### src/rtl/core/som_pkg.sv
`timescale 1ns / 1ps
// Shared types and constants for the self-organizing map winner search block.
// Used by the controller, the datapath and the top level; depends on nothing.
package som_pkg;

   localparam int MAX_UNITS_DEF = 256;
   localparam int MAX_DIMS_DEF  = 64;

   localparam int UNIT_IN_W   = 8;
   localparam int DIM_IN_W    = 6;
   localparam int SAMPLE_W    = 16;
   localparam int GAIN_W      = 16;
   localparam int COORD_W     = 8;
   localparam int DIST_W      = 38;
   localparam int SQ_W        = 32;
   localparam int UNITS_CFG_W = 9;
   localparam int DIMS_CFG_W  = 7;
   localparam int WIDTH_CFG_W = 9;
   localparam int CSR_DATA_W  = 9;
   localparam int CSR_INDEX_W = 2;

   localparam int UNITS_RESET     = 256;
   localparam int DIMS_RESET      = 64;
   localparam int MAP_WIDTH_RESET = 16;

   localparam logic [63:0] DIST_MAX = (64'd1 << DIST_W) - 64'd1;

   typedef enum logic [1:0] {
      OP_WRITE  = 2'd0,
      OP_LOAD   = 2'd1,
      OP_UPDATE = 2'd2,
      OP_READ   = 2'd3
   } op_type;

   typedef enum logic [1:0] {
      RSP_ACK  = 2'd0,
      RSP_WIN  = 2'd1,
      RSP_READ = 2'd2
   } kind_type;

   typedef enum logic [1:0] {
      CSR_UNITS     = 2'd0,
      CSR_DIMS      = 2'd1,
      CSR_MAP_WIDTH = 2'd2
   } csr_type;

   typedef struct packed {
      logic     capture;
      logic     cb_write;
      logic     obs_write;
      logic     rd_single;
      logic     walk;
      logic     search;
      logic     div_start;
      logic     load_rsp;
      kind_type kind;
   } cmd_type;

   typedef struct packed {
      logic walk_last;
      logic pipe_idle;
      logic div_busy;
   } status_type;

endpackage

### src/rtl/core/som_ctrl.sv
`timescale 1ns / 1ps
// Controller state machine: sequences each item through the datapath and owns
// the request and result handshakes. Uses som_pkg.
module som_ctrl (
   input  logic                clock,
   input  logic                reset,
   input  logic                req_valid,
   output logic                req_stall,
   input  logic [1:0]          req_op,
   input  logic                req_last_element,
   output logic                rsp_valid,
   input  logic                rsp_stall,
   output som_pkg::cmd_type    cmd,
   input  som_pkg::status_type status
);

   typedef enum logic [10:0] {
      ST_IDLE         = 11'b00000000001,
      ST_CB_WRITE     = 11'b00000000010,
      ST_OBS_WRITE    = 11'b00000000100,
      ST_READ         = 11'b00000001000,
      ST_SEARCH       = 11'b00000010000,
      ST_SEARCH_DRAIN = 11'b00000100000,
      ST_UPDATE       = 11'b00001000000,
      ST_UPDATE_DRAIN = 11'b00010000000,
      ST_DIV_START    = 11'b00100000000,
      ST_DIV_WAIT     = 11'b01000000000,
      ST_DONE         = 11'b10000000000
   } state_type;

   state_type         state_ff, state_in;
   som_pkg::kind_type kind_ff, kind_in;
   logic              rsp_valid_ff, rsp_valid_in;

   always_comb begin
      state_in     = state_ff;
      kind_in      = kind_ff;
      rsp_valid_in = rsp_valid_ff;
      cmd          = '0;
      cmd.kind     = kind_ff;
      if (rsp_valid_ff && !rsp_stall) begin
         rsp_valid_in = 1'b0;
      end
      unique case (state_ff)
         ST_IDLE: begin
            if (req_valid) begin
               cmd.capture = 1'b1;
               kind_in     = som_pkg::RSP_ACK;
               unique case (som_pkg::op_type'(req_op))
                  som_pkg::OP_WRITE: state_in = ST_CB_WRITE;
                  som_pkg::OP_LOAD: begin
                     state_in = ST_OBS_WRITE;
                     if (req_last_element) begin
                        kind_in = som_pkg::RSP_WIN;
                     end
                  end
                  som_pkg::OP_UPDATE: state_in = ST_UPDATE;
                  som_pkg::OP_READ: begin
                     state_in = ST_READ;
                     kind_in  = som_pkg::RSP_READ;
                  end
                  default: state_in = ST_IDLE;
               endcase
            end
         end
         ST_CB_WRITE: begin
            cmd.cb_write = 1'b1;
            state_in     = ST_DONE;
         end
         ST_OBS_WRITE: begin
            cmd.obs_write = 1'b1;
            state_in      = (kind_ff == som_pkg::RSP_WIN) ? ST_SEARCH : ST_DONE;
         end
         ST_READ: begin
            cmd.rd_single = 1'b1;
            state_in      = ST_DONE;
         end
         ST_SEARCH: begin
            cmd.walk   = 1'b1;
            cmd.search = 1'b1;
            if (status.walk_last) begin
               state_in = ST_SEARCH_DRAIN;
            end
         end
         ST_SEARCH_DRAIN: begin
            if (status.pipe_idle) begin
               state_in = ST_DIV_START;
            end
         end
         ST_UPDATE: begin
            cmd.walk = 1'b1;
            if (status.walk_last) begin
               state_in = ST_UPDATE_DRAIN;
            end
         end
         ST_UPDATE_DRAIN: begin
            if (status.pipe_idle) begin
               state_in = ST_DONE;
            end
         end
         ST_DIV_START: begin
            cmd.div_start = 1'b1;
            state_in      = ST_DIV_WAIT;
         end
         ST_DIV_WAIT: begin
            if (!status.div_busy) begin
               state_in = ST_DONE;
            end
         end
         ST_DONE: begin
            if (!rsp_valid_ff || !rsp_stall) begin
               cmd.load_rsp = 1'b1;
               rsp_valid_in = 1'b1;
               state_in     = ST_IDLE;
            end
         end
         default: state_in = ST_IDLE;
      endcase
   end

   always_ff @(posedge clock) begin
      if (reset) begin
         state_ff     <= ST_IDLE;
         kind_ff      <= som_pkg::RSP_ACK;
         rsp_valid_ff <= 1'b0;
      end else begin
         state_ff     <= state_in;
         kind_ff      <= kind_in;
         rsp_valid_ff <= rsp_valid_in;
      end
   end

   assign req_stall = state_ff != ST_IDLE;
   assign rsp_valid = rsp_valid_ff;

endmodule

### config.mk
export PLATFORM = sky130hd
export DESIGN_NAME = som_ctrl
export DESIGN_NICKNAME = d
export VERILOG_FILES = /design/src/rtl/core/som_pkg.sv /design/src/rtl/core/som_ctrl.sv
export SDC_FILE = /design/constraint.sdc
export NUM_CORES = 1
export LEC_CHECK = 0
export BUFFER_PORTS_ARGS = -buffer_cell sky130_fd_sc_hd__buf_2
export CAP_MARGIN = 40
export CELL_PAD_IN_SITES_DETAIL_PLACEMENT = 1
export CELL_PAD_IN_SITES_GLOBAL_PLACEMENT = 1
export CORE_MARGIN = 2
export CORE_UTILIZATION = 42
export CTS_CLUSTER_SIZE = 14
export DETAILED_ROUTE_END_ITERATION = 16
export PLACE_DENSITY_LB_ADDON = 0.12
export SLEW_MARGIN = 25
export SYNTH_ARGS = -nofsm -noshare
export SYNTH_HDL_FRONTEND = slang
export SYNTH_SLANG_ARGS = --single-unit
### constraint.sdc
create_clock -name clock -period 5.6 [get_ports clock]
set_input_delay 1.68 -clock clock [delete_from_list [all_inputs] [get_ports clock]]
set_output_delay 1.68 -clock clock [all_outputs]
set_load 0.005 [all_outputs]
==> run_results.csv <==
group,metric,value,unit
pwr,p_leak,0.431,nW
run_status,outcome,"finished, final reports clean",
critical_path,cp_max_fo,6,
critical_path,r2r-end,"state_ff[0]",
grt,antenna_found_initial,0,
grt,gr-total-overflow,0,
clock_tree,htreeDepth,1,
sta,worst_slack,1610,ps
logic_synthesis,synth-seq-area-share,28.2,%
floorplan,die_area,2770,um2
cells_and_area,fin_area,1110,um2
logic_synthesis,synth_top_area_share,28.2,%
floorplan,rows,17,
grt,grt_max_degree,15,
flow_run,cap_violations,0,
sta,max_freq,251,MHz
clock_tree,hold_buffers,0,
logic_synthesis,synth_async_sr_flop_share,0,%
placement,placed_cell_area,1090,um2
detailed_routing,ant_nets,0,
logic_synthesis,syn_area,992,um2
placement,dpl.hpwl,1960,um
sta,hold_ws,521,ps
logic_synthesis,synth_flop_cell,"dfxtp_1",
floorplan,initial_core_util,44.4,%
logic_synthesis,ys_warn_count,0,
logic_synthesis,synth_most_common_cell,"dfxtp_1",
critical_path,crit_path_start_kind,"input pin",
detailed_routing,num_vias,949,
floorplan,num_io_pins,22,
cells_and_area,layout-drive-gt1-share,27.2,%
detailed_routing,wl,2630,um
detailed_routing,drcViolationCount,0,
critical_path,critPathCapture,"cmd[9]",
clock_tree,clockRootBuffer,"clkbuf_4",
logic_synthesis,yosysTopAreaCell,"dfxtp_1",
sta,slew_violations,0,
sta,final.setup.tns,0,ps
pwr,ir_drop,0.126,mV
critical_path,end_kind,"output pin",
hold_path,hold_class,"flip-flop to flip-flop",
clock_tree,insertion_delay,280,ps
clock_tree,cts_sinks,14,
clock_tree,path_clk_slew,90,ps
detailed_routing,vias_per_cell,5.79,
sta,slew_headroom,66.5,%
sta,setup_violations,0,
detailed_routing,wl_per_cell,16.1,um
grt,grt_pass1_wl,4270,um
placement,io_buffers,21,
floorplan,die_y,52.6,um
hold_path,min_from,"rsp_valid",
sta,rsz0062_at_grt,"false",
grt,grt_pass1_vias,936,
cells_and_area,nNetsFinal,148,
sta,fin_crit,3990,ps
critical_path,crit_start,"req_valid",
detailed_routing,drtIter0Drc,7,
clock_tree,cts_setup_buffers,0,
cells_and_area,n_antenna_cell,0,
critical_path,crit_type,"input pin to output pin",
clock_tree,ctsLongestPathBuffers,2,
detailed_routing,dr.pass1.iters,4,
cells_and_area,stdcell_count,164,
placement,place_ws,1610,ps
sta,finClkSkew,5.39,ps
critical_path,cp.arrival,2310,ps
grt,grt_usage,20.9,%
placement,place_inst,161,
sta,final.period_utilization,71.2,%
logic_synthesis,synth.area.top_cells,"dfxtp_1 28%, and4bb_2 3.8%, nand3_1 3.5%, nor3_1 3.5%, nor2_1 3.4%",
logic_synthesis,synthCells,118,
logic_synthesis,ys_ff_latch,14,
logic_synthesis,yosys-top-cells-count,"14 x dfxtp_1, 9 x nor2_1, 8 x nand2_1, 7 x nand3_1, 7 x nor3_1",
pwr,p_per_area,198,nW/um2
sta,hold_viol_final,0,
critical_path,required,3920,ps
logic_synthesis,synthDistinctLibCells,44,
critical_path,rr_worst_depth,6,
logic_synthesis,synth_edf_count,0,
logic_synthesis,avgSynthCellArea,8.41,um2
floorplan,fp.coreArea,2230,um2
logic_synthesis,synth_fp_nets,128,
clock_tree,cts_resized,0,
critical_path,reg2reg_slack,3370,ps
clock_tree,numCtsBuffers,3,
clock_tree,cts_tree,"built",
placement,finalWeightedCongestion,0.808,
sta,worstMarginPinSlew,502,ps
cells_and_area,synthToLayoutAreaGrowth,11.7,%
floorplan,die_w,52.6,um
critical_path,r2r-start,"state_ff[6]",
registers in the layout, summed over array words and instances (netlist names):
register   cells
rsp_valid      1
kind_ff        2
state_ff      11
cells in the final DEF (no fill, tap or decap), types with 2 or more instances in the layout:
master,n
nand4_1,2
a31oi_1,2
xnor2_1,3
nor3_1,7
nor4_1,4
o21ai_0,6
clkbuf_4,3
and4bb_2,3
o21a_1,2
inv_1,3
nand3_1,7
or3_1,2
nand2_1,8
dfxtp_1,14
a21oi_1,6
buf_2,21
xor2_1,2
or4b_1,3
nand2b_1,5
nor2b_1,2
nor2_1,9
through the flow:
step	power, mW	utilization [%]
floorplan	0.148	-
finish	0.219	49.6
detailed placement	0.162	48.6
global placement	0.160	48.6
CTS	0.222	49.6
global route	0.232	49.6
worst min-delay path by stage:
stage,to,slack (ps),cells past startpoint
detailed placement,rsp_valid,510,2
floorplan,rsp_valid,490,2
global route,rsp_valid,570,2
global placement,rsp_valid,490,2
CTS,rsp_valid,520,2
finish,rsp_valid,520,2
kinds of logic after synthesis:
group | synth area share, %
multiplexers | 2.52
AO/OA/AOI/OAI | 16.3
flip-flops | 28.2
buffers and inverters | 5.80
XOR/XNOR | 4.41
AND/OR/NAND/NOR | 42.8
worst max-delay path, cell delays in order:
cell and delay (ps):
buf_2 100, inv_1 40, or2_1 310, inv_1 80, buf_2 100
layer usage:
layer | part of all wire, % | track usage (%)
met1 | 43 | 25.4
met2 | 51 | 37.9
met3 | 6.1 | 4.00
met4 | 0.38 | 3.85
met5 | 0 | 0
cell type report:
class	count	area, um2
Fill cell	284	1120
Timing Repair Buffer	21	105
Clock buffer	3	22.5
Tap cell	28	35.0
Sequential cell	14	280
Inverter	3	11.3
Multi-Input combinational cell	95	654
power by group:
part           switching (mW)  internal, mW
sequential            0.00627         0.103
combinational          0.0289        0.0222
clock                  0.0344        0.0249
Note: power is estimated with default switching activity, not from simulation.
